`src/hw/rtl/kmst_pkg.sv`:
```
// ============================================================================
// kmst_pkg
// Shared types and constants of the keyed metric statistics table.
// ============================================================================
package kmst_pkg;

    localparam int ENTRIES_DEFAULT = 32;

    localparam int SRC_W   = 3;
    localparam int KIND_W  = 3;
    localparam int KEY_W   = SRC_W + KIND_W;
    localparam int VALUE_W = 64;
    localparam int COUNT_W = 32;
    localparam int INDEX_W = 5;
    localparam int CFG_IDX_W  = 2;
    localparam int CFG_DATA_W = 3;

    localparam logic [CFG_IDX_W-1:0] CFG_ENABLE   = 2'd0;
    localparam logic [CFG_IDX_W-1:0] CFG_MEM_CODE = 2'd1;

    localparam logic [KIND_W-1:0] MEM_CODE_RESET = 3'd1;

    localparam logic [COUNT_W-1:0] COUNT_MAX = '1;

    typedef enum logic [1:0] {
        ST_RECORDED  = 2'd0,
        ST_NOT_READY = 2'd1,
        ST_FULL      = 2'd2
    } kmst_status_t;

    typedef struct packed {
        logic [COUNT_W-1:0] count;
        logic [VALUE_W-1:0] sum;
        logic [VALUE_W-1:0] min;
        logic [VALUE_W-1:0] max;
    } kmst_stats_t;

    localparam kmst_stats_t STATS_INIT = '{
        count: '0,
        sum:   '0,
        min:   '1,
        max:   '0
    };

    typedef struct packed {
        logic found;
        logic full;
    } kmst_lookup_t;

    typedef struct packed {
        kmst_status_t       status;
        logic [INDEX_W-1:0] entry_index;
        logic               entry_created;
        kmst_stats_t        stats;
        logic [COUNT_W-1:0] total_samples;
        logic [VALUE_W-1:0] peak_memory;
    } kmst_result_t;

endpackage

```
`src/hw/rtl/kmst_key_cam.sv`:
```
// ============================================================================
// kmst_key_cam
// Key store in flops with parallel match and in-order entry allocation.
// ============================================================================
module kmst_key_cam #(
    parameter int ENTRIES = kmst_pkg::ENTRIES_DEFAULT,
    localparam int IDX_W  = (ENTRIES > 1) ? $clog2(ENTRIES) : 1,
    localparam int USED_W = $clog2(ENTRIES + 1)
) (
    input  logic                     clk,
    input  logic                     rst_n,
    input  logic [kmst_pkg::KEY_W-1:0] lookup_key,
    input  logic                     alloc_en,
    output kmst_pkg::kmst_lookup_t   lookup,
    output logic [IDX_W-1:0]         lookup_idx
);

    logic [kmst_pkg::KEY_W-1:0] keys_reg [ENTRIES];
    logic [USED_W-1:0]          used_reg;
    logic [USED_W-1:0]          used_next;
    logic [ENTRIES-1:0]         match;
    logic [IDX_W-1:0]           match_idx;
    logic [IDX_W-1:0]           free_idx;

    always_comb
    begin
        match_idx = '0;
        for (int i = 0; i < ENTRIES; i++)
        begin
            match[i] = (keys_reg[i] == lookup_key) && (USED_W'(i) < used_reg);
            if (match[i])
            begin
                match_idx = match_idx | IDX_W'(i);
            end
        end
    end

    assign free_idx     = used_reg[IDX_W-1:0];
    assign lookup.found = |match;
    assign lookup.full  = (used_reg == USED_W'(ENTRIES));
    assign lookup_idx   = lookup.found ? match_idx : free_idx;
    assign used_next    = used_reg + USED_W'(1);

    always_ff @(posedge clk)
    begin
        if (alloc_en)
        begin
            keys_reg[free_idx] <= lookup_key;
        end
    end

    always_ff @(posedge clk or negedge rst_n)
    begin
        if (!rst_n)
        begin
            used_reg <= '0;
        end
        else if (alloc_en)
        begin
            used_reg <= used_next;
        end
    end

endmodule

```
`config.mk`:
```
export PLATFORM = sky130hd
export DESIGN_NAME = kmst_key_cam
export DESIGN_NICKNAME = d
export VERILOG_FILES = /design/src/hw/rtl/kmst_pkg.sv /design/src/hw/rtl/kmst_key_cam.sv
export SDC_FILE = /design/constraint.sdc
export NUM_CORES = 1
export LEC_CHECK = 0
export ABC_AREA = 1
export BUFFER_PORTS_ARGS = -buffer_cell sky130_fd_sc_hd__buf_2
export CORE_MARGIN = 10
export CORE_UTILIZATION = 30
export DETAILED_ROUTE_END_ITERATION = 10
export PLACE_DENSITY_LB_ADDON = 0.25
export SYNTH_ARGS = -nofsm -noshare
export SYNTH_HDL_FRONTEND = slang
export SYNTH_SLANG_ARGS = --single-unit
```
`constraint.sdc`:
```
create_clock -name clk -period 3.25 [get_ports clk]
set_clock_uncertainty 0.1 [all_clocks]
set_input_delay 0.325 -clock clk [delete_from_list [all_inputs] [get_ports clk]]
set_output_delay 0.325 -clock clk [all_outputs]
set_load 0.02 [all_outputs]
```
---- Yosys cells after proc, flatten, opt, wreduce, memory -nomap -nowiden ----
Memories as Yosys holds them, arrays and structs flattened.
Index checks and enable logic that the tools add are counted.
storage, ports and cells
  output and inout bits ................... 7
  bits in writable memories ............... 192
  memories kept ........................... 1
  flip-flop bits (word level) ............. 6
memory list
  name      depth  bits a word  rd ports  clocked after memory_dff  wr ports  RTL line            text
  keys_reg  32     6            32        0                         1         kmst_key_cam.sv:18  logic [kmst_pkg::KEY_W-1:0] keys_reg [ENTRIES];
cells by class
  equal/unequal tests ..................... 33
  add/subtract/negate cells ............... 1
  $lt $le $gt $ge ......................... 32
  mux-type cells .......................... 34
  reductions and logical operators ........ 33
operator list
  cell                                                number
  equality test 6 bit                                 32
  < comparator 5 x 6 -> 1 bit (first input constant)  16
  2-to-1 mux 5 bit                                    17
  < comparator 4 x 6 -> 1 bit (first input constant)  8
  logical AND 1 bit                                   32
  2-to-1 mux 4 bit                                    8
  OR reduction 32 bit                                 1
  < comparator 3 x 6 -> 1 bit (first input constant)  4
  < comparator 1 x 6 -> 1 bit (first input constant)  2
  < comparator 2 x 6 -> 1 bit (first input constant)  2
  2-to-1 mux 3 bit                                    4
  adder 6 x 1 -> 6 bit (second input constant)        1
  equality test 6 bit (second input constant)         1
  2-to-1 mux 2 bit                                    2
  2-to-1 mux 1 bit                                    3

---- Depth between registers and ports, before layout ----
An unclocked memory read counts as a cell.
  depth in word-level cells ............... 35
  mapped depth ............................ 14
  gate-level depth less buffers ........... 12

---- Worst setup path after synthesis ----
No wires, ideal clock.
  kind .................................... reg-to-output
  start point ............................. register used_reg[1]
  end point ............................... output lookup_idx[1]
  data required time ...................... 2.825 ns
  setup slack ............................. 1.064 ns
  path buffers ............................ 0
  stages on the path, launching flop included .. 13
  arrival time ............................ 1.761 ns
  cells stage by stage .................... dfrtp_1 -> inv_1 -> ha_1 -> inv_1 -> a21oi_1 -> nor2_1 -> nand2_1 -> nand2_1 -> nor2_1 -> nand2_1 -> nor2_2 -> nand3_1 -> nand2_1
on the way
  cells in the longest elaborated chain, start to end .. 33
  elaborated cells on any way between the ends .. 96
RTL lines
  element                          RTL line            text
  start, declared                  kmst_key_cam.sv:19  logic [USED_W-1:0] used_reg;
  start signal, assigned           kmst_key_cam.sv:60  used_reg <= used_next;
  < comparator 2 x 6 -> 1 bit      kmst_key_cam.sv:30  match[i] = (keys_reg[i] == lookup_key) && (USED_W'(i) < used_reg);
  logical AND 1 bit                kmst_key_cam.sv:30
  2-to-1 mux 2 bit (2 in series)   kmst_key_cam.sv:31  if (match[i])
  2-to-1 mux 3 bit (4 in series)   kmst_key_cam.sv:31
  2-to-1 mux 4 bit (8 in series)   kmst_key_cam.sv:31
  2-to-1 mux 5 bit (16 in series)  kmst_key_cam.sv:31
  2-to-1 mux 5 bit *               kmst_key_cam.sv:41  assign lookup_idx = lookup.found ? match_idx : free_idx;
  end, declared                    kmst_key_cam.sv:15  output logic [IDX_W-1:0] lookup_idx
Every way passes the cells marked *; elsewhere a longest branch is shown, timed or not.

---- Worst setup path in the final report ----
  start point ............................. register used_reg[2]
  end point ............................... output lookup_idx[3]
on the way
  cells in the longest elaborated chain, start to end .. 27
  elaborated cells on any way between the ends .. 90
RTL lines
  element                          RTL line
  < comparator 4 x 6 -> 1 bit      kmst_key_cam.sv:30
  logical AND 1 bit                kmst_key_cam.sv:30
  2-to-1 mux 4 bit (8 in series)   kmst_key_cam.sv:31
  2-to-1 mux 5 bit (16 in series)  kmst_key_cam.sv:31
  2-to-1 mux 5 bit *               kmst_key_cam.sv:41
Marks and branches as above.

==> results.py <==
metrics = {
    "status": {
        "status": "complete, no violations",
    },
    "sta": {
        "setup_tns_ns": 0,
        "hold_viol": 0,
        "setup_viol": 0,
        "worst_slack_ns": 0.101,
        "post-route-min-period_ns": 3.15,
        "maxClockFrequency_ghz": 0.318,
        "worst_slew_pin_slew_ns": 0.656,
        "fin_crit_sh": 0.969,
        "drv_slew": 0,
        "rsz0062_at_grt": "yes",
        "maxSlewHeadroom": 0.561,
    },
    "logic_synthesis": {
        "avgSynthCellArea_um2": 10.2,
        "synth-edff-count": 192,
        "synth_nets": 984,
        "synthArstFlopShare": 0.0303,
        "netlist.area_leader.share": 0.586,
        "ys_seq_area_frac": 0.601,
        "yosysMostFrequentCell": "nand2_1",
        "synth.cell_area_mm2": 0.00985,
        "synthTopCellsByArea": "edfxtp_1, nand2_1, xnor2_1",
        "yosys-top-cells-count": "nand2_1, edfxtp_1, nor2_1, xnor2_1, inv_1",
        "yosys_warnings": 0,
        "synth_top_cell_by_area": "edfxtp_1",
        "synth-seq-cells": 198,
        "syn_inst": 970,
        "synth_flop_cell": "edfxtp_1",
        "synth.distinct_cells": 32,
    },
    "clocking": {
        "cts_setup_buffers": 0,
        "cts_tree": "done",
        "numCtsBuffers": 17,
        "cts.path.max_buffers": 2,
        "clock_sinks": 198,
        "cts_max_level": 4,
        "clk_latency_ns": 0.44,
        "root_buffer": "clkbuf_16",
        "clkTransAtPathRegs_ns": 0.07,
    },
    "placed_design": {
        "port_buffers": 15,
        "dpl.cell_count": 1412,
        "gp_congestion": 0.889,
        "place_ws_ns": 0.408,
        "place_area_mm2": 0.0105,
        "dp_hpwl_um": 15600,
    },
    "layout": {
        "nets": 1004,
        "area_growth_pct": 12.7,
        "stdcell_count": 1445,
        "largest_reg_flops": 192,
        "layout-drive-gt1-share": 0.0878,
        "final_cell_area_mm2": 0.0111,
    },
    "drt": {
        "first_pass_iters": 5,
        "dr_wl_met2_um": 10400,
        "top_layer": "met4",
        "detail-route-antenna-nets": 0,
        "drt_iter0_drc": 375,
        "drt-total-wl_um": 23200,
        "drt-met1-wl_um": 11400,
        "drc": 0,
        "wl_met3_um": 868,
        "vias": 6304,
        "via_per_inst": 4.36,
        "wire_per_inst_um": 16.0,
    },
    "pwr": {
        "power_density_mw_per_mm2": 606,
        "finalPower_uw": 6720,
        "p_leak_uw": 0.00428,
        "irDropWorstVdd_uv": 420,
    },
    "setup_path": {
        "cp-end-kind": "primary output",
        "arrival_ns": 2.72,
        "worst_path_max_delay_cell": "dfrtp_2",
        "path_cells": "inv_2 > nor2_2 > nand2_1 > nor2_1 > nor2_1 > nand2_1 > nand2_1 > nor2_1 > nand2_1 > nor2_1 > nand2_1 > nand2_1 > buf_2",
        "path_buf_inv": 2,
        "crit_type": "flip-flop to primary output",
        "worst-endpoint-required_ns": 2.82,
        "path_max_fanout": 11,
        "crit_family": "simple AND/OR/NAND/NOR gates",
        "max_stage_delay_ns": 0.54,
        "crit_top_cell": "nand2_1",
        "cp-start-kind": "flip-flop",
    },
    "global_routing": {
        "grt_antenna_before_repair": 1,
        "grt_pass1_vias": 5966,
        "grt_pass1_wl_um": 35800,
        "grt-ovfl-total": 0,
        "grt_max_degree": 65,
        "grt_usage": 0.114,
    },
    "die": {
        "core-area_mm2": 0.0325,
        "io_pins": 16,
        "rows": 66,
        "start_util": 0.303,
        "die_x_um": 201,
        "die_y_um": 201,
        "die_area_mm2": 0.0405,
    },
    "min_path": {
        "min_path_type": "input port to flip-flop",
    },
    "flow_run": {
        "maxCapViolations": 0,
    },
}
-- layer usage --
metal  vias to the layer above  GRT usage
met3                        33     0.0228
li1                       3156          -
met1                      3013      0.157
met5                         -          0
met2                       102      0.176
met4                         0     0.0381
-- final timing paths --
path | start | to | slack [ns] | cells past startpoint
worst max-delay path | used_reg[2] | lookup_idx[3] | 0.10 | 13
worst min-delay path | alloc_en | used_reg[0] | 0.1 | 2
worst max register to register | used_reg[0] | keys_reg[16][5] | 1.03 | 4
worst min register to register | used_reg[0] | used_reg[0] | 0.46 | 1
max in group asynchronous | rst_n | used_reg[3] | 2.70 | 2
min in group asynchronous | rst_n | used_reg[1] | 0.17 | 2
-- layout by cell type, fill, tap and decap left out, types with 2 or more instances in the layout --
| cell | count |
|---|---|
| o21ai_1 | 2 |
| dfrtp_2 | 4 |
| nand4_1 | 9 |
| inv_1 | 74 |
| clkbuf_1 | 2 |
| buf_2 | 15 |
| nand3_1 | 38 |
| inv_2 | 7 |
| buf_4 | 9 |
| xor2_1 | 25 |
| nor2_1 | 139 |
| nand2_1 | 284 |
| bufinv_16 | 3 |
| inv_8 | 3 |
| o21ai_0 | 12 |
| nor3_1 | 6 |
| and2_1 | 3 |
| clkbuf_16 | 17 |
| ha_1 | 4 |
| edfxtp_1 | 192 |
| nor2_2 | 2 |
| dfrtp_1 | 2 |
| nand2_2 | 5 |
| clkinvlp_4 | 4 |
| buf_12 | 7 |
| xnor2_1 | 113 |
| nor2_4 | 6 |
| a21oi_1 | 2 |
-- through the flow --
step	hold slack [ns]	util
final	0.0960	0.342
after global routing	0.120	0.342
after CTS	0.0846	0.341
after detailed placement	0.0705	0.322
after global placement	0.0709	0.322
after floorplan	-0.0706	-
-- power breakdown --
part	total, uW	internal (uW)	switching [uW]	leakage, uW
sequential	3140	2980	156	0.00180
combinational	1380	405	974	0.00220
clock	2210	1230	978	0.000282
-- logic make-up after synthesis --
| logic type | count (synthesis) | share of synthesized area |
|---|---|---|
| buffers and inverters | 114 | 0.0554 |
| AOI/OAI and AO/OA | 19 | 0.0103 |
| and+or+nand+nor | 496 | 0.204 |
| DFF | 198 | 0.601 |
| xor gates and xnor gates | 138 | 0.123 |
| adders and majority gates | 5 | 0.00635 |
-- final cells by class --
cell class / instances / area [um^2]
fill: 3235 / 21400
sequential: 198 / 5920
multi-input combinational: 658 / 3410
tap: 442 / 553
clock buffer: 19 / 433
inverter: 83 / 314
timing repair buffer: 32 / 293
clock inverter: 12 / 171
antenna: 1 / 2.50
-- what timing repair did --
item	in CTS	in global routing
gates resized for setup	3	5
hold endpoints to repair	6	0
hold buffers	1	0
endpoints found under the setup margin	5	6
No activity file was read; power rests on OpenSTA's default activity.
