[config.mk]
export PLATFORM = sky130hd
export DESIGN_NAME = kmst_ram
export DESIGN_NICKNAME = d
export VERILOG_FILES = /design/src/hw/rtl/kmst_ram.sv
export SDC_FILE = /design/constraint.sdc
export NUM_CORES = 1
export LEC_CHECK = 0
export BUFFER_PORTS_ARGS = -buffer_cell sky130_fd_sc_hd__buf_2
export CORE_MARGIN = 10
export CORE_UTILIZATION = 53
export DETAILED_ROUTE_END_ITERATION = 7
export PLACE_DENSITY = 0.7
export SLEW_MARGIN = 20
export SYNTH_ARGS = -nofsm -noshare
export SYNTH_HDL_FRONTEND = slang
export SYNTH_SLANG_ARGS = --single-unit
export TNS_END_PERCENT = 1
[constraint.sdc]
create_clock -name clk -period 3.31 [get_ports clk]
set_clock_uncertainty 0.2 [all_clocks]
set_input_delay 0.4965 -clock clk [delete_from_list [all_inputs] [get_ports clk]]
set_output_delay 0.4965 -clock clk [all_outputs]
set_load 0.1 [all_outputs]
[src/hw/rtl/kmst_ram.sv]
// ============================================================================
// kmst_ram
// Generic single-write, single-read RAM with registered read data.
// ============================================================================
module kmst_ram #(
    parameter int WIDTH = 8,
    parameter int DEPTH = 32,
    localparam int ADDR_W = (DEPTH > 1) ? $clog2(DEPTH) : 1
) (
    input  logic              clk,
    input  logic              wr_en,
    input  logic [ADDR_W-1:0] wr_addr,
    input  logic [WIDTH-1:0]  wr_data,
    input  logic              rd_en,
    input  logic [ADDR_W-1:0] rd_addr,
    output logic [WIDTH-1:0]  rd_data
);

    logic [WIDTH-1:0] mem [DEPTH];
    logic [WIDTH-1:0] rd_data_reg;

    always_ff @(posedge clk)
    begin
        if (wr_en)
        begin
            mem[wr_addr] <= wr_data;
        end
        if (rd_en)
        begin
            rd_data_reg <= mem[rd_addr];
        end
    end

    assign rd_data = rd_data_reg;

endmodule

* After elaboration in Yosys (flattened, before gate mapping)
Memories as Yosys holds them, arrays and structs flattened. A register that Yosys moved wholly into a read port is not among the register bits. Index checks and enable logic that the tools add are counted. Widths: inputs -> output; s select.
Storage, ports and cells: logic and storage cells 3, latch bits 0, output and inout port bits 8, memory bits (read-only) 0, bits in registers 0, memories kept 1, bits in writable memories 256
Operators by class: add/subtract/negate cells 0, muxes and demuxes 2, multipliers 0, reductions and logical operators 0, shift operators 0, order comparisons 0, equal/unequal tests 0, bitwise operators 0, divide/modulo/power cells 0
Memory list:
- mem | words 32, width 8, rd ports 1, clocked after Yosys merged registers in 1, write ports 1, RTL line 19 | logic [WIDTH-1:0] mem [DEPTH];
Operators with widths (number):
- $mux 1 | 2

* Longest topological paths before layout
Gate-level depths: netlist of the first run.
depth in word-level cells 2, mapped depth 5, mapped depth without buffers 3

* Worst setup path before layout of the first run
No wires, ideal clock.
path kind input to register, from input port rd_addr[2], to register rd_data_reg[0] (netlist: rd_data[0]), read port of mem, data pin, path slack 0.672 ns, library setup time 0.260 ns, buffers on the path 2, cell stages on the path 5, arrival time 2.178 ns, data required time 2.850 ns, cell sequence clkbuf_1 > clkbuf_1 > mux4_2 > mux4_2 > mux2_2
RTL lines:
- start, declared | RTL line 15 | input logic [ADDR_W-1:0] rd_addr,
- end, declared | RTL line 20 | logic [WIDTH-1:0] rd_data_reg;

==> results.cfg, run 1 <==
[sta]
min_period_ps = 2368
drv_slew = 0
relSlewSlack = 0.3549
report.final.hold_viol_count = 0
fin_crit_sh = 0.7153
hold_slack_ps = 159.9
max_freq_ghz = 0.4223
fin_setup_tns_ps = 0
setup_viol = 0
worst_pin_slew_ps = 964.1
rsz0062_at_grt = false

[yosys]
synth_flop_cell = edfxtp_1
syn_inst = 417
yosys-top-cells-area = edfxtp_1, mux4_2, nor2_1
ys_top_cells_by_count = edfxtp_1, mux4_2, nor2_1
synth_edf_count = 264
ys_ff_latch = 264
synth_area_sq_um = 10130
ys.warnings.count = 0
async_reset_ff_frac = 0
synth_nets = 438
yosys.area.top_type = edfxtp_1
yosysMostFrequentCell = edfxtp_1
yosysSeqAreaShare = 0.7823
synth_top_cell_area_share = 0.7823
synth_area_per_cell_sq_um = 24.30
ys_types = 14

[die]
core_sq_um = 18770
die_area_sq_um = 25050
pin_count = 29
initial_core_util = 0.5399
rows = 50
die_w_um = 158.3
die_y_um = 158.3

[outcome]
status = finished clean

[global_routing]
grt_max_degree = 45
grt_pass1_wl_um = 31550
antenna_found_initial = 0
grt.overflow.total = 0
grt_pass1_vias = 4791
grtUsageTotal = 0.1721

[layout]
drive_above_1_share = 0.3510
largest_reg_flops = 256
fillers = 1263
nets = 493
syn_to_final_growth_pct = 13.38
diodes = 0

[power]
vdd_drop_max_mv = 0.4278
powerDensity_nw_per_um2 = 612.7
power.switching_mw = 1.448
clockPowerShare = 0.409
p_leak_nw = 3.616
sw_frac_of_total = 0.2056
seqPwrFrac = 0.532
p_comb_frac = 0.059
intPower_mw = 5.592

[critical_path]
reg2reg_depth = 3
cp-start-kind = input pin
cp_max_fo = 44
cp.arrival_ps = 2440
cp-end-kind = register
path_class = in -> reg
crit_required_ps = 3380

[routing]
ant_nets = 0
via_count = 4590
routed_wl_um = 20650
first_pass_iters = 5
drc_errors = 0
drtIter0Drc = 553
viasPerCell = 6.340
routedWlPerCell_um = 28.52

[clocking]
cts_tree = built
cts.sinks = 264
clockBufferDepth = 3
clkTransAtPathRegs_ps = 60
htreeDepth = 1
insertion_delay_ps = 520
cts-hold-fix-buffers = 0
numCtsBuffers = 26
cts_setup_buffers = 0
cts_resized = 0
clock-root-buffer = clkbuf_16

[flow_run]
maxCapViolCount = 0

[placement]
gp_congestion = 0.7419
dp_hpwl_um = 12880
port_buffers = 28

[min_path]
holdPathStages = 1
min_path_type = in -> reg
-- worst paths after layout --
check,from,end,slack [ps]
max,rd_addr[0],rd_data[3],940
min,rd_en,rd_data[2],160
max reg2reg,mem[29][3],rd_data[3],1110
min reg2reg,mem[4][0],rd_data[0],770
-- metal layers --
layer | GRT usage | vias up | share of wire
met4 | 0.04014 | 0 | 0.019
met5 | 0 | - | 0
met3 | 0.02617 | 35 | 0.080
met1 | 0.2621 | 2438 | 0.42
met2 | 0.2589 | 219 | 0.48
li1 | - | 1898 | -
-- critical path, stage by stage --
cell and delay, ps:
buf_4 110, buf_12 310, mux4_2 610, mux4_2 550
mux2_2 300
-- placed cells by master, fill, tap and decap left out --
cell / instances
mux2_2: 8
bufinv_16: 3
buf_12: 4
nor2_1: 33
nand2_1: 1
or3_1: 1
clkinv_1: 8
edfxtp_1: 264
clkbuf_1: 4
clkbuf_16: 27
nand3b_1: 5
nand3_1: 2
or3b_2: 3
buf_2: 27
clkinv_2: 3
mux4_2: 80
buf_4: 16
clkinv_4: 1
-- area by class of cell --
cell class / count / area (sq um) / share of cell area
sequential: 264 / 7928 / 0.6900
multi-input combinational: 133 / 2100 / 0.1827
timing repair buffer: 47 / 335.3 / 0.02918
tap: 234 / 292.8 / 0.02548
clock inverter: 15 / 143.9 / 0.01252
clock buffer: 31 / 690.7 / 0.06011
-- kinds of logic after synthesis --
group         synth area share
mux                     0.1867
flops                   0.7823
buf+inv                0.01049
simple gates           0.02050
-- stage by stage --
| stage | cell area, sq um | total power, mW | setup WS (ps) | std cells | util |
|---|---|---|---|---|---|
| after floorplan | 10130 | 4.079 | 671.8 | 417 | - |
| after global placement | 10660 | 4.221 | 420.9 | 678 | 0.5677 |
| after detailed placement | 10660 | 4.236 | 407.4 | 678 | 0.5677 |
| after CTS | 11490 | 7.085 | 948.6 | 724 | 0.6122 |
| after global routing | 11490 | 7.259 | 891.6 | 724 | 0.6122 |
| final | 11490 | 7.040 | 942.2 | 724 | 0.6122 |
-- power by group through the flow --
stage	registers, mW	clock network [mW]	logic, mW
2_1_floorplan	3.88	0	0.198
4_1_cts	3.75	2.92	0.420
3_3_place_gp	3.81	0	0.408
6_report	3.75	2.88	0.414
3_5_place_dp	3.82	0	0.419
5_1_grt	3.75	3.07	0.439
Note: power is estimated with default switching activity, not from simulation.
==> run 2: changes to the inputs <==
==> constraint.sdc (replaced) <==
create_clock -name clk -period 2.2 [get_ports clk]
set_clock_uncertainty 0.2 [all_clocks]
set_input_delay 0.33 -clock clk [delete_from_list [all_inputs] [get_ports clk]]
set_output_delay 0.33 -clock clk [all_outputs]
set_load 0.1 [all_outputs]
==> run 2 against run 1 <==
  * Critical path depth down 2
  * Register-to-register slack worse by 1100 ps
  * Flip-flop and latch count unchanged
  * Design area rose by 3.7%
  * Core utilization grew 2.3 points
  * First-iteration DRC count is 11% higher
  * Via count up 2.7%
  * Clock-buffer cell count is 1 higher
  * Sequential power grew 50%
  * Hold slack got worse by 34 ps
==> results.cfg, run 2 (synthesis results as in run 1) <==
[placement]
dpl_cell_area_sq_um = 10870
gp_congestion = 0.7595
dp_hpwl_um = 13440
port_buffers = 28
pre_cts_ws_ps = -463.2

[clocking]
cts.sinks = 264
cts_tree = built
cts_resized = 0
insertion_delay_ps = 540
clkTransAtPathRegs_ps = 60
htreeDepth = 1
clockBufferDepth = 3
numCtsBuffers = 28
cts-hold-fix-buffers = 1
clock-root-buffer = clkbuf_16
cts_setup_buffers = 0

[routing]
routed_wl_um = 21790
via_count = 4715
routedWlPerCell_um = 28.82
first_pass_iters = 5
drtIter0Drc = 614
drc_errors = 0
ant_nets = 0
viasPerCell = 6.237

[layout]
syn_to_final_growth_pct = 17.61
fillers = 1226
drive_above_1_share = 0.3966
final_common_cell = edfxtp_1
final_cell_mix = edfxtp_1, mux4_2, buf_4
fin_area_sq_um = 11920
largest_reg_flops = 256
nets = 521
diodes = 0

[critical_path]
cp-end-kind = register
cp-start-kind = register
path_class = reg -> reg
crit_end = rd_data[1]
reg2reg_depth = 3
cp.arrival_ps = 2250
cp_max_fo = 1
crit_required_ps = 2280
startpoint = mem[4][1]
reg2reg_slack_ps = 30
r2r_end = rd_data[1]
r2r-start = mem[4][1]

[global_routing]
grt_pass1_wl_um = 33150
antenna_found_initial = 0
grt_pass1_vias = 4997
grt_max_degree = 36
grt.overflow.total = 0
grtUsageTotal = 0.1822

[sta]
rsz0062_at_grt = false
min_period_ps = 2167
report.final.hold_viol_count = 0
postLayoutSetupSlackWorst_ps = 32.80
drv_slew = 0
relSlewSlack = 0.5886
setup_viol = 0
fin_setup_tns_ps = 0
fin_crit_sh = 0.9851
max_freq_ghz = 0.4614
worst_pin_slew_ps = 617.1

[die]
pin_count = 29
rows = 50
die_area_sq_um = 25050
die_w_um = 158.3
core_sq_um = 18770
die_y_um = 158.3
initial_core_util = 0.5399

[power]
powerDensity_nw_per_um2 = 964.5
vdd_drop_max_mv = 0.6584
power_mw = 11.49
p_leak_nw = 3.855

[min_path]
min_path_type = in -> reg
holdCritStartpoint = wr_data[3]

[outcome]
status = finished clean

[flow_run]
maxCapViolCount = 0
[run 2: changes by cell type in the layout (fill, tap and decap cells not counted), sizes merged]
cell	before	now
clkinvlp	0	2
clkbuf	31	32
dlygate4sd3	0	1
inv	0	1
clkinv	12	9
buf	47	72
bufinv	3	8
[run 2: report_power, final]
part | internal (mW) | switching (mW)
Sequential | 5.62 | 0.0227
Combinational | 0.249 | 0.398
Clock | 3.33 | 1.87
Total | 9.20 | 2.30
[run 2: how the worst min path moves through the flow]
| stage | cells past startpoint | slack [ps] | endpoint |
|---|---|---|---|
| floorplan | 0 | 230 | mem[0][0] |
| global placement | 1 | 530 | rd_data[7] |
| detailed placement | 1 | 520 | rd_data[1] |
| CTS | 2 | 110 | rd_data[6] |
| global route | 2 | 130 | rd_data[1] |
| finish | 1 | 130 | mem[20][3] |
[run 2: critical path, stage by stage (launching register included)]
cell,delay (ps)
edfxtp_1,370
mux4_2,520
mux4_2,540
mux2_2,280
[run 2: through the flow]
step / utilization / hold WS (ps) / std cells
2_1_floorplan: - / 228.9 / 417
3_3_place_gp: 0.5791 / 533.8 / 703
3_5_place_dp: 0.5791 / 518.3 / 703
4_1_cts: 0.6350 / 114.3 / 756
5_1_grt: 0.6350 / 134.6 / 756
6_report: 0.6350 / 126.2 / 756
[run 2: cell type report]
class                           instances  area, sq um  share of cell area
Clock inverter                         20        302.8             0.02541
Multi-Input combinational cell        133         2100              0.1762
Clock buffer                           32        737.0             0.06184
Sequential cell                       264         7928              0.6652
Tap cell                              234        292.8             0.02457
Timing Repair Buffer                   73        558.0             0.04682
[run 2: metal layers]
metal	share of wire	global-route usage
met1	0.41	0.2596
met2	0.47	0.2803
met3	0.091	0.03967
met4	0.023	0.05205
met5	0	0
==> run 3: changes to the inputs <==
==> constraint.sdc (replaced) <==
create_clock -name clk -period 2.5 [get_ports clk]
set_clock_uncertainty 0.2 [all_clocks]
set_input_delay 0.375 -clock clk [delete_from_list [all_inputs] [get_ports clk]]
set_output_delay 0.375 -clock clk [all_outputs]
set_load 0.1 [all_outputs]
==> run 3 against run 2 <==
  * First-iteration DRC count is 19% lower
  * Via count shrank 1.6%
  * Highest routed layer unchanged
  * Largest cell class unchanged
  * Critical endpoint is now rd_data[6]
  * Cell count shrank 0.79%
==> results.cfg, run 3 (synthesis results as in run 1) <==
[outcome]
status = finished clean

[die]
core_sq_um = 18770
pin_count = 29
die_area_sq_um = 25050
die_y_um = 158.3
initial_core_util = 0.5399
die_w_um = 158.3
rows = 50

[routing]
ant_nets = 0
routedWlPerCell_um = 27.36
viasPerCell = 6.184
drc_errors = 0
drtIter0Drc = 496
first_pass_iters = 4
via_count = 4638
routed_wl_um = 20520

[clocking]
cts_resized = 0
clkTransAtPathRegs_ps = 60
cts-hold-fix-buffers = 0
clockBufferDepth = 3
cts_setup_buffers = 0
clock-root-buffer = clkbuf_16
insertion_delay_ps = 520
cts.sinks = 264
numCtsBuffers = 26
htreeDepth = 1
cts_tree = built

[critical_path]
path_class = in -> reg
crit_chain = buf_4 -> buf_12 -> buf_4 -> mux4_2 -> mux4_2 -> mux2_2
cpPeakStageDelay_ps = 550
crit_family = multiplexers
slowest_stage = mux4_2
cp-start-kind = input pin
cp_max_fo = 12
cp.arrival_ps = 2240
cp-end-kind = register
crit_required_ps = 2560
critPathBufInv = 3

[sta]
max_freq_ghz = 0.4585
fin_setup_tns_ps = 0
relSlewSlack = 0.5946
fin_crit_sh = 0.8724
drv_slew = 0
postLayoutSetupSlackWorst_ps = 319.0
report.final.hold_viol_count = 0
min_period_ps = 2181
rsz0062_at_grt = false
worst_pin_slew_ps = 608.1
setup_viol = 0

[power]
p_leak_nw = 3.769
power_mw = 9.334
powerDensity_nw_per_um2 = 795.8
vdd_drop_max_mv = 0.5883

[layout]
drive_above_1_share = 0.3837
nets = 518
final_cell_mix = edfxtp_1, mux4_2, buf_4
fillers = 1241
syn_to_final_growth_pct = 15.74
largest_reg_flops = 256
diodes = 0
final_common_cell = edfxtp_1

[placement]
dp_hpwl_um = 13070
gp_congestion = 0.7834
port_buffers = 28
pre_cts_ws_ps = -218.6

[global_routing]
grt.overflow.total = 0
grt_pass1_wl_um = 31470
grt_pass1_vias = 4835
grtUsageTotal = 0.1707
antenna_found_initial = 0
grt_use_met1 = 0.2566
grt_max_degree = 33
top_usage_layer = met1
use_met2 = 0.2511
grt.met3_usage = 0.03319

[min_path]
min_path_type = in -> reg

[flow_run]
maxCapViolCount = 0
run 3: changes by cell type in the layout (fill, tap and decap cells not counted), sizes merged:
cell,change
bufinv,-5
clkinv,+3
clkinvlp,-2
dlygate4sd3,-1
inv,-1
run 3: worst paths after layout:
kind,cells after the start,slack [ps],startpoint,endpoint
min reg2reg,3,790,mem[0][0],rd_data[0]
max,6,320,rd_addr[0],rd_data[6]
min,1,20,rd_en,rd_data[4]
max reg2reg,3,320,mem[14][6],rd_data[6]
run 3: report_power, final:
group	internal, mW	switching (mW)
Sequential	4.94	0.0148
Combinational	0.223	0.352
Clock	2.27	1.54
run 3: per-stage QoR:
stage / instances / instance area, sq um / utilization / hold WS, ps
after floorplan: 417 / 10140 / - / 273.9
after global placement: 703 / 10890 / 0.5804 / 553.2
after detailed placement: 703 / 10890 / 0.5804 / 556.2
after CTS: 750 / 11730 / 0.6249 / 13.29
after global routing: 750 / 11730 / 0.6249 / 17.55
final: 750 / 11730 / 0.6249 / 18.37
run 3: layer usage:
layer  up-vias  wire (um)
met5         -          0
met1      2471       9100
met2       189       9412
met4         0        417
li1       1950          -
met3        28       1592
run 3: area by class of cell:
class                           count  area [sq um]  share of cell area
Tap cell                          234         292.8             0.02496
Timing Repair Buffer               72         573.1             0.04886
Sequential cell                   264          7928              0.6759
Clock inverter                     15         141.4             0.01205
Multi-Input combinational cell    133          2100              0.1790
Clock buffer                       32         694.4             0.05921
