**src/hw/rtl/kmst_pkg.sv**
```systemverilog
// ============================================================================
// kmst_pkg
// Shared types and constants of the keyed metric statistics table.
// ============================================================================
package kmst_pkg;

    localparam int ENTRIES_DEFAULT = 32;

    localparam int SRC_W   = 3;
    localparam int KIND_W  = 3;
    localparam int KEY_W   = SRC_W + KIND_W;
    localparam int VALUE_W = 64;
    localparam int COUNT_W = 32;
    localparam int INDEX_W = 5;
    localparam int CFG_IDX_W  = 2;
    localparam int CFG_DATA_W = 3;

    localparam logic [CFG_IDX_W-1:0] CFG_ENABLE   = 2'd0;
    localparam logic [CFG_IDX_W-1:0] CFG_MEM_CODE = 2'd1;

    localparam logic [KIND_W-1:0] MEM_CODE_RESET = 3'd1;

    localparam logic [COUNT_W-1:0] COUNT_MAX = '1;

    typedef enum logic [1:0] {
        ST_RECORDED  = 2'd0,
        ST_NOT_READY = 2'd1,
        ST_FULL      = 2'd2
    } kmst_status_t;

    typedef struct packed {
        logic [COUNT_W-1:0] count;
        logic [VALUE_W-1:0] sum;
        logic [VALUE_W-1:0] min;
        logic [VALUE_W-1:0] max;
    } kmst_stats_t;

    localparam kmst_stats_t STATS_INIT = '{
        count: '0,
        sum:   '0,
        min:   '1,
        max:   '0
    };

    typedef struct packed {
        logic found;
        logic full;
    } kmst_lookup_t;

    typedef struct packed {
        kmst_status_t       status;
        logic [INDEX_W-1:0] entry_index;
        logic               entry_created;
        kmst_stats_t        stats;
        logic [COUNT_W-1:0] total_samples;
        logic [VALUE_W-1:0] peak_memory;
    } kmst_result_t;

endpackage

```
**src/hw/rtl/kmst_stat_update.sv**
```systemverilog
// ============================================================================
// kmst_stat_update
// Folds one sample into an entry's count, sum, minimum and maximum.
// ============================================================================
module kmst_stat_update (
    input  kmst_pkg::kmst_stats_t          stats_in,
    input  logic                           fresh,
    input  logic [kmst_pkg::VALUE_W-1:0]   value,
    output kmst_pkg::kmst_stats_t          stats_out
);

    kmst_pkg::kmst_stats_t base;

    always_comb
    begin
        base = fresh ? kmst_pkg::STATS_INIT : stats_in;
        stats_out.sum   = base.sum + value;
        stats_out.count = (base.count == kmst_pkg::COUNT_MAX) ? base.count
                        : base.count + kmst_pkg::COUNT_W'(1);
        stats_out.min   = (value < base.min) ? value : base.min;
        stats_out.max   = (value > base.max) ? value : base.max;
    end

endmodule

```
**config.mk**
```make
export PLATFORM = sky130hd
export DESIGN_NAME = kmst_stat_update
export DESIGN_NICKNAME = d
export VERILOG_FILES = /design/src/hw/rtl/kmst_pkg.sv /design/src/hw/rtl/kmst_stat_update.sv
export SDC_FILE = /design/constraint.sdc
export NUM_CORES = 1
export LEC_CHECK = 0
export ABC_CLOCK_PERIOD_IN_PS = 11500
export BUFFER_PORTS_ARGS = -buffer_cell sky130_fd_sc_hd__buf_2
export CAP_MARGIN = 20
export CORE_AREA = 2 2 200 202
export DETAILED_ROUTE_END_ITERATION = 10
export DIE_AREA = 0 0 202 204
export PLACE_DENSITY = 0.56
export SLEW_MARGIN = 25
export SYNTH_ARGS = -nofsm -noshare
export SYNTH_HDL_FRONTEND = slang
export SYNTH_SLANG_ARGS = --single-unit
```
**constraint.sdc**
```tcl
create_clock -name vclk -period 11.5
set_input_delay 2.3 -clock vclk [all_inputs]
set_output_delay 2.3 -clock vclk [all_outputs]
set_load 0.03 [all_outputs]
```
Word-level counts from Yosys, hierarchy flattened
Cells that the tools add are included.

word-level totals
  register bits = 0
  output and inout port bits = 224
  logic and storage cells = 9

cells by class
  add/sub/neg operators = 2
  order comparisons = 2
  eq/ne operators = 1
  muxes and demuxes = 4

operators by type and width
  operator                                       count
  2-to-1 mux 224 bit                             1
  2-to-1 mux 64 bit                              2
  adder 64 bit                                   1
  greater-than comparator 64 bit                 1
  < comparator 64 bit                            1
  adder 32 x 1 -> 32 bit, second input constant  1
  equality test 32 bit, second input constant    1
  2-to-1 mux 32 bit                              1

Logic depth before layout (Yosys ltp)
Gate-level depths: netlist of run 1.

  depth after elaboration = 3
  gate-level depth with buffers = 16
  gate-level depth less buffers = 12

Worst setup path before layout of run 1
OpenSTA, ideal clock, no wires.

  kind = input to output
  start point = in fresh
  end point = out stats_out[183] (netlist name)
  arrival = 5.859 ns
  data required time = 9.200 ns
  slack = 3.341 ns
  stages = 15
  path through = buf_2 -> clkbuf_1 -> clkbuf_1 -> nor2b_1 -> ha_1 -> buf_2 -> nand2_1 -> a2111oi_4 -> o21ai_2 -> o21ai_1 -> a31oi_2 -> nor4_2 -> nor3_1 -> o211a_1 -> a311oi_1

RTL lines
  item         RTL line               text
  from (decl)  kmst_stat_update.sv:7  input logic fresh,
  to (decl)    kmst_stat_update.sv:9  output kmst_pkg::kmst_stats_t stats_out

==> results of run 1 <==
## synth_stat cells (5+ instances only)
| library cell | n | area, um2 |
|---|---|---|
| a211oi_1 | 5 | 37.54 |
| a21boi_0 | 6 | 45.04 |
| a21o_1 | 88 | 660.6 |
| a21oi_1 | 117 | 585.6 |
| a31oi_1 | 6 | 37.54 |
| and2_1 | 6 | 37.54 |
| and3_1 | 9 | 56.30 |
| buf_2 | 26 | 130.1 |
| clkbuf_1 | 41 | 153.9 |
| ha_1 | 191 | 2390 |
| inv_1 | 88 | 330.3 |
| mux2i_1 | 128 | 1281 |
| nand2_1 | 62 | 232.7 |
| nand2b_1 | 71 | 444.2 |
| nand3_1 | 28 | 140.1 |
| nand4_1 | 52 | 325.3 |
| nor2_1 | 127 | 476.7 |
| nor2b_1 | 81 | 506.7 |
| nor3_1 | 15 | 75.07 |
| nor4_1 | 7 | 43.79 |
| o211ai_1 | 7 | 52.55 |
| o21a_1 | 13 | 97.59 |
| o21ai_0 | 54 | 270.3 |
| o21ai_1 | 5 | 25.02 |
| o21bai_1 | 14 | 105.1 |
| or3_1 | 11 | 68.82 |
| xnor2_1 | 42 | 367.9 |
| xor2_1 | 41 | 359.1 |
## through the flow
step | cell area, um2 | hold WS, ns | worst slack, ns
6_report | 13040 | 5.004 | 1.944
4_1_cts | 13030 | 5.004 | 1.983
3_5_place_dp | 13030 | 5.000 | 1.972
5_1_grt | 13030 | 5.034 | 1.772
3_3_place_gp | 13030 | 5.003 | 1.970
2_1_floorplan | 10020 | 4.814 | 3.342
## worst max path at each step
stage | start | endpoint | slack, ns | cells after the start
after detailed placement | fresh | stats_out[30] | 1.97 | 14
final | fresh | stats_out[30] | 1.94 | 14
after floorplan | fresh | stats_out[183] | 3.34 | 15
after CTS | fresh | stats_out[30] | 1.98 | 14
after global routing | fresh | stats_out[30] | 1.77 | 14
after global placement | fresh | stats_out[30] | 1.97 | 14
## power by group
part	switching [mW]	leakage [nW]	internal [mW]
clock network	0	0.0000254	0.0000000466
logic	0.564	6.94	0.286
registers	0	0	0
total	0.564	6.94	0.286
## layer usage
metal	vias up	GRT usage (%)	wire, um
met5	-	0	24
met4	4	6.014	1455
met3	58	2.615	2833
met2	465	39.76	23390
met1	5560	27.07	20320
li1	6005	-	-
## area by class of cell
cell class	instances	share of cell area, %
multi-input combinational	1255	72.22
timing repair buffer	518	20.13
tap	525	5.039
inverter	88	2.534
antenna	4	0.07678
## critical path: stages
cell      delay (ns)
buf_6           0.55
buf_12          0.38
nand2b_1        0.21
ha_1            0.26
a21o_1          0.16
a21o_1          0.17
a21oi_1         0.31
o21ai_0         0.29
a21oi_1         0.36
a21oi_1         0.16
o22ai_4         0.54
buf_4           0.57
mux2i_1         0.49
buf_2           0.28
## layout by cell type, fill, tap and decap left out, types with 28 or more instances in the layout
cell / instances
nor2_1: 127
nand2_1: 62
nand2b_1: 71
inv_1: 88
o21ai_0: 54
mux2i_1: 128
xnor2_1: 42
nand4_1: 52
nand3_1: 28
nor2b_1: 81
ha_1: 191
a21oi_1: 117
buf_2: 512
a21o_1: 88
xor2_1: 41
## cells by family (layout without fill, tap and decap cells)
kind of cell	count (synthesis)	in the layout	synth area share (%)
AO/OA/AOI/OAI	353	353	22.82
XOR/XNOR	83	83	7.256
adder cells (fa/ha/maj)	192	192	24.05
buffers and inverters	156	606	6.245
multiplexers	131	131	13.13
other	0	4	0
AND/OR/NAND/NOR	496	496	26.50
==> results.yml, run 1 <==
yosys:
  syn_inst: 1411
  syn_nets: 1892
  seq_area_frac_synth_pct: 0
  syn_area_per_cell_um2: 7.100
  yosysWarnings: 0
  synth_cell_types: 69
  synthesis.area_um2: 10020
global_routing:
  grt.total_usage_pct: 21.88
  overflow: 0
  first_global_vias: 12000
  grt_max_degree: 118
  grt_pass1_wl_mm: 70.64
  grt_antenna_before_repair: 6
job:
  maxCapViolCount: 0
floorplan:
  rows: 73
  fp.dieArea_um2: 41210
  core_area_um2: 39180
  die_h_um: 204
  start_util_pct: 25.57
  num_io_pins: 513
  die_w_um: 202
place:
  dp_cells: 2386
  gp_congestion: 0.9829
  hpwl_mm: 42.34
  portBuffers: 513
setup_path:
  cp_max_fo: 117
  cp-end-kind: "output pin"
  criticalPathCategory: "primary input to output pin"
  cp-start-kind: "primary input"
  worstPathArrival_ns: 7.26
  crit_required_ns: 9.20
route:
  drc: 0
  via_per_inst: 5.059
  drt_pass1_iterations: 5
  ant_nets: 0
  wire_per_inst_um: 20.10
  dr_total_vias: 12090
  drt_wl_total_mm: 48.03
  dr.first_iter.drc_count: 710
timing:
  relSlewSlack_pct: 40.81
  grt_setup_unrepaired: "no"
  finalCriticalPeriod_ns: 9.556
  setup_viol: 0
  tightestPinTransition_ns: 0.8879
  max_freq_mhz: 104.6
  hold_viol: 0
  period_share_pct: 83.10
  finalMaxSlewViolations: 0
  final.setup.tns_ns: 0
cells_and_area:
  num-nets-final: 2344
  nClkBuffers: 0
  multi_input_area_um2: 9415
  synthToLayoutAreaGrowth_pct: 30.12
  post-route-util_pct: 33.27
  fillers: 4362
  layout-drive-gt1-share_pct: 29.12
  final-seq-area_um2: 0
  seq_cells: 0
  final_cells: 2390
power_and_ir_drop:
  power_density_nw_per_um2: 65.21
  vdd_drop_max_v: 0.00003497
  p_total_mw: 0.8501
  p_leak_nw: 6.941
cts:
  cts.hold.buffers_added: 0
  postCtsResizedCells: 0
  postCtsSetupRepairBufs: 0
run_status:
  status: "finished, final reports clean"
min_path:
  whs_path_depth: 4
  min_path_type: "primary input to output pin"
  min_from: "stats_in[199]"
  min_to: "stats_out[199]"
No activity file was read; power rests on OpenSTA's default activity.
==> run 2, diff against run 1 <==
--- a/config.mk
+++ b/config.mk
@@ -5,13 +5,14 @@
 export SDC_FILE = /design/constraint.sdc
 export NUM_CORES = 1
 export LEC_CHECK = 0
-export ABC_CLOCK_PERIOD_IN_PS = 11500
+export ABC_AREA = 1
+export ABC_CLOCK_PERIOD_IN_PS = 9700
 export BUFFER_PORTS_ARGS = -buffer_cell sky130_fd_sc_hd__buf_2
 export CAP_MARGIN = 20
-export CORE_AREA = 2 2 200 202
+export CORE_AREA = 2 2 198 200
 export DETAILED_ROUTE_END_ITERATION = 10
-export DIE_AREA = 0 0 202 204
-export PLACE_DENSITY = 0.56
+export DIE_AREA = 0 0 200 202
+export PLACE_DENSITY = 0.63
 export SLEW_MARGIN = 25
 export SYNTH_ARGS = -nofsm -noshare
 export SYNTH_HDL_FRONTEND = slang
==> constraint.sdc (replaced) <==
create_clock -name vclk -period 9.7
set_input_delay 1.94 -clock vclk [all_inputs]
set_output_delay 1.94 -clock vclk [all_outputs]
set_load 0.03 [all_outputs]
==> run 2 against run 1 <==
Final area is 16% higher. First-iteration DRC count is 120% higher. Utilization is 6.2 points higher. Cell count is 41% higher. Combinational power is 31% higher. Die area is 2.0% lower. Setup slack worse by 0.12 ns. Global-route usage is 7.4 points higher. Power is 31% higher. Critical path depth is 1 lower. Clock-buffer cell count stayed put. Synthesized area is 22% higher. Critical endpoint is now stats_out[95].
==> results.yml, run 2 <==
run_status:
  status: "finished, final reports clean"
route:
  wire_per_inst_um: 18.72
  dr.first_iter.drc_count: 1551
  ant_nets: 0
  drt_wl_total_mm: 63.01
  drc: 0
  drt_pass1_iterations: 6
  dr_total_vias: 17170
  via_per_inst: 5.101
min_path:
  whs_path_depth: 4
  min_from: "stats_in[213]"
  min_to: "stats_out[213]"
  min_path_type: "primary input to output pin"
yosys:
  yosysWarnings: 0
  yosys-top-cells-area: "nand2_1 22%, ha_1 20%, inv_1 12%, nor2_1 10%, nand3_1 9.2%"
  yosysMostFrequentCell: "nand2_1"
  syn_area_per_cell_um2: 5.125
  syn_inst: 2387
  synth_top_area_cell: "nand2_1"
  synth_cell_types: 47
  syn_nets: 2868
  seq_area_frac_synth_pct: 0
  synthTopCellsByCount: "711 x nand2_1, 390 x inv_1, 341 x nor2_1, 224 x nand3_1, 191 x ha_1"
  synth_top_area_share_pct: 21.82
  synthesis.area_um2: 12230
floorplan:
  fp.dieArea_um2: 40400
  rows: 72
  num_io_pins: 513
  die_h_um: 202
  core_area_um2: 38290
  die_w_um: 200
  start_util_pct: 31.95
cts:
  cts.hold.buffers_added: 0
  postCtsResizedCells: 0
  postCtsSetupRepairBufs: 0
setup_path:
  crit_required_ns: 7.76
  cp-start-kind: "primary input"
  worstPathArrival_ns: 5.94
  cp-end-kind: "output pin"
  criticalPathCategory: "primary input to output pin"
  cp_max_fo: 65
timing:
  hold_viol: 0
  final.setup.tns_ns: 0
  relSlewSlack_pct: 41.95
  period_share_pct: 81.22
  finalMaxSlewViolations: 0
  setup_viol: 0
  max_freq_mhz: 126.9
  finalCriticalPeriod_ns: 7.878
  fin_ws_ns: 1.822
  worst_hold_slack_ns: 4.299
  tightestPinTransition_ns: 0.8708
  grt_setup_unrepaired: "no"
cells_and_area:
  nClkBuffers: 0
  mostFrequentLayoutCells: "710 x nand2_1, 512 x buf_2, 390 x inv_1"
  final-seq-area_um2: 0
  synthToLayoutAreaGrowth_pct: 23.49
  layout-drive-gt1-share_pct: 19.86
  num-nets-final: 3323
  seq_cells: 0
  final_common_cell: "nand2_1"
  post-route-util_pct: 39.46
place:
  hpwl_mm: 52.66
  portBuffers: 513
  gp_congestion: 1.002
  pre_cts_slack_ns: 1.850
job:
  maxCapViolCount: 0
power_and_ir_drop:
  power_density_nw_per_um2: 73.53
  vdd_drop_max_v: 0.00004446
  p_leak_nw: 9.168
global_routing:
  grt_antenna_before_repair: 8
  overflow: 0
  grt_pass1_wl_mm: 90.60
  first_global_vias: 15780
  grt_max_degree: 67
  grt.total_usage_pct: 29.27
-- run 2: cell types whose count changed in the layout (fill, tap and decap cells not counted), sizes merged, moves of 81 or more --
| cell | before | now |
|---|---|---|
| a21o | 88 | 7 |
| inv | 88 | 396 |
| mux2i | 128 | 0 |
| nand2 | 63 | 717 |
| nand3 | 28 | 225 |
| nor2 | 127 | 351 |
| nor2b | 81 | 0 |
-- run 2: worst max-delay path, cell delays in order --
cell     delay (ns)
buf_4          0.32
buf_4          0.65
nor2_1         0.19
ha_1           0.35
nand2_1        0.08
nor4_2         0.40
nand2_1        0.19
nor3_1         0.32
nand2_2        0.13
nand2_4        0.61
nand2_1        0.32
nand2_1        0.12
buf_2          0.20
-- run 2: worst max-delay path by stage --
stage,from,slack [ns],to,cells past startpoint
2_1_floorplan,fresh,3.04,stats_out[154],17
3_3_place_gp,fresh,1.88,stats_out[28],16
3_5_place_dp,fresh,1.85,stats_out[32],14
4_1_cts,fresh,1.85,stats_out[32],14
5_1_grt,fresh,1.56,stats_out[28],18
6_report,fresh,1.82,stats_out[95],13
-- run 2: logic make-up (layout without fill, tap and decap cells) --
kind of cell | Yosys count | count (layout) | share of synthesized area, %
xor gates and xnor gates | 45 | 45 | 3.222
AOI/OAI and AO/OA | 298 | 298 | 13.44
and+or+nand+nor | 1387 | 1387 | 47.86
other | 0 | 8 | 0
buffers and inverters | 465 | 918 | 15.78
adders and majority gates | 192 | 192 | 19.70
-- run 2: where the power goes --
part | internal [mW] | switching, mW | total [mW]
registers | 0 | 0 | 0
clock network | 0.000000111 | 0 | 0.000000111
logic | 0.324 | 0.787 | 1.11
total | 0.324 | 0.787 | 1.11
-- run 2: through the flow --
stage / power, mW / area, um2 / cells
after detailed placement: 1.097 / 15090 / 3358
after floorplan: 0.7264 / 12230 / 2387
after global routing: 1.204 / 15100 / 3364
after CTS: 1.101 / 15090 / 3358
after global placement: 1.097 / 15090 / 3358
final: 1.111 / 15110 / 3366
-- run 2: layout make-up --
cell class,instances,area (um2)
multi-input cells,1922,10310
inverters,396,1489
repair buffers,522,2638
diodes,8,20.02
well taps,518,648.1
fillers,4503,23180
-- run 2: metal layers --
| layer | up-vias | wire length (um) | part of all wire, % | GRT usage (%) |
|---|---|---|---|---|
| met5 | - | 7 | 0.011 | 0 |
| met4 | 2 | 2428 | 3.9 | 10.85 |
| met3 | 157 | 5549 | 8.8 | 4.138 |
| met2 | 908 | 28680 | 46 | 48.77 |
| met1 | 7544 | 26350 | 42 | 38.04 |
| li1 | 8560 | - | - | - |
==> run 3, diff against run 2 <==
--- a/config.mk
+++ b/config.mk
@@ -6,12 +6,12 @@
 export NUM_CORES = 1
 export LEC_CHECK = 0
 export ABC_AREA = 1
-export ABC_CLOCK_PERIOD_IN_PS = 9700
+export ABC_CLOCK_PERIOD_IN_PS = 6900
 export BUFFER_PORTS_ARGS = -buffer_cell sky130_fd_sc_hd__buf_2
 export CAP_MARGIN = 20
-export CORE_AREA = 2 2 198 200
+export CORE_AREA = 2 2 202 204
 export DETAILED_ROUTE_END_ITERATION = 10
-export DIE_AREA = 0 0 200 202
+export DIE_AREA = 0 0 204 206
 export PLACE_DENSITY = 0.63
 export SLEW_MARGIN = 25
 export SYNTH_ARGS = -nofsm -noshare
==> constraint.sdc (replaced) <==
create_clock -name vclk -period 6.9
set_input_delay 1.38 -clock vclk [all_inputs]
set_output_delay 1.38 -clock vclk [all_outputs]
set_load 0.03 [all_outputs]
==> run 3 against run 2 <==
Cell count increased by 0.56%. Largest power group unchanged. Routed wire length about the same. Critical path depth increased by 1. Worst hold slack got worse by 1.1 ns. Critical path type unchanged. Setup slack got worse by 1.4 ns. Via count increased by 0.54%. Clock-buffer cell count unchanged.
==> results.yml, run 3 (same netlist as run 2, synthesis figures left out) <==
run_status:
  status: "finished, final reports clean"
timing:
  fin_ws_ns: 0.4140
  setup_viol: 0
  final.setup.tns_ns: 0
  hold_viol: 0
  tightestPinTransition_ns: 0.8488
  finalCriticalPeriod_ns: 6.486
  grt_setup_unrepaired: "no"
  period_share_pct: 94.00
  max_freq_mhz: 154.2
  relSlewSlack_pct: 43.42
  finalMaxSlewViolations: 0
cells_and_area:
  layout-drive-gt1-share_pct: 20.11
  mostFrequentLayoutCells: "710 x nand2_1, 512 x buf_2, 390 x inv_1"
  nClkBuffers: 0
  final-seq-area_um2: 0
  final_cells: 3385
  final_cell_area_um2: 15190
  synthToLayoutAreaGrowth_pct: 24.21
  fillers: 4746
  seq_cells: 0
  num-nets-final: 3332
  final_common_cell: "nand2_1"
route:
  drc: 0
  ant_nets: 0
  drt_pass1_iterations: 7
  dr_total_vias: 17260
  via_per_inst: 5.100
  dr.first_iter.drc_count: 1609
  drt_wl_total_mm: 62.95
  wire_per_inst_um: 18.60
job:
  maxCapViolCount: 0
place:
  pre_cts_slack_ns: 0.3769
  gp_congestion: 1.012
  post_dp_cell_area_um2: 15180
  dp_cells: 3381
  portBuffers: 513
  hpwl_mm: 53.79
floorplan:
  fp.dieArea_um2: 42020
  start_util_pct: 30.44
  die_w_um: 204
  core_area_um2: 40180
  rows: 74
  die_h_um: 206
  num_io_pins: 513
setup_path:
  cp_max_fo: 64
  criticalPathCategory: "primary input to output pin"
  cp-end-kind: "output pin"
  cp-start-kind: "primary input"
  worstPathArrival_ns: 5.11
  crit_path_start: "fresh"
  crit_required_ns: 5.52
global_routing:
  grt_antenna_before_repair: 7
  grt.total_usage_pct: 28.23
  grt_pass1_wl_mm: 91.60
  first_global_vias: 16100
  overflow: 0
  grt_max_degree: 65
power_and_ir_drop:
  p_total_mw: 1.573
  vdd_drop_max_v: 0.00005697
  power_density_nw_per_um2: 103.5
  p_leak_nw: 9.215
min_path:
  min_from: "stats_in[71]"
  min_path_type: "primary input to output pin"
cts:
  cts.hold.buffers_added: 0
  postCtsSetupRepairBufs: 0
  postCtsResizedCells: 0
[run 3: path summary, 6_finish.rpt]
| check | to | slack [ns] | cells past startpoint |
|---|---|---|---|
| setup / recovery | stats_out[32] | 0.41 | 14 |
| hold / removal | stats_out[71] | 3.19 | 6 |
[run 3: metal layers]
metal,share of wire (%),global-route usage (%),vias up
met2,45,47.44,884
li1,-,-,8560
met1,43,37.26,7679
met4,3.2,8.540,6
met5,0.064,0,-
met3,9.0,4.052,135
[run 3: through the flow]
step	hold slack [ns]	util (%)
floorplan	3.001	-
global placement	3.189	37.79
detailed placement	3.184	37.79
CTS	3.184	37.79
global route	3.210	37.81
finish	3.187	37.81
[run 3: critical path, cell delays in order]
cell and delay (ns):
buf_4 0.23, inv_4 0.56, nand2_1 0.29, ha_1 0.40, nand4_1 0.12, nor3_1 0.25, nand2_1 0.13, nor2_1 0.29
nand2_1 0.11, nand2_2 0.09, buf_4 0.59, nand3_1 0.14, nand2_1 0.16, buf_2 0.22
[run 3: power by group]
group	switching, mW	internal [mW]
Clock	0	0.0000000777
Combinational	1.11	0.461
Sequential	0	0
Total	1.11	0.461
[run 3: area by class of cell]
class / instances / area [um2] / area share, %
Antenna cell: 4 / 10.01 / 0.06588
Multi-Input combinational cell: 1922 / 10310 / 67.87
Inverter: 396 / 1489 / 9.799
Tap cell: 532 / 665.6 / 4.381
Timing Repair Buffer: 531 / 2718 / 17.89
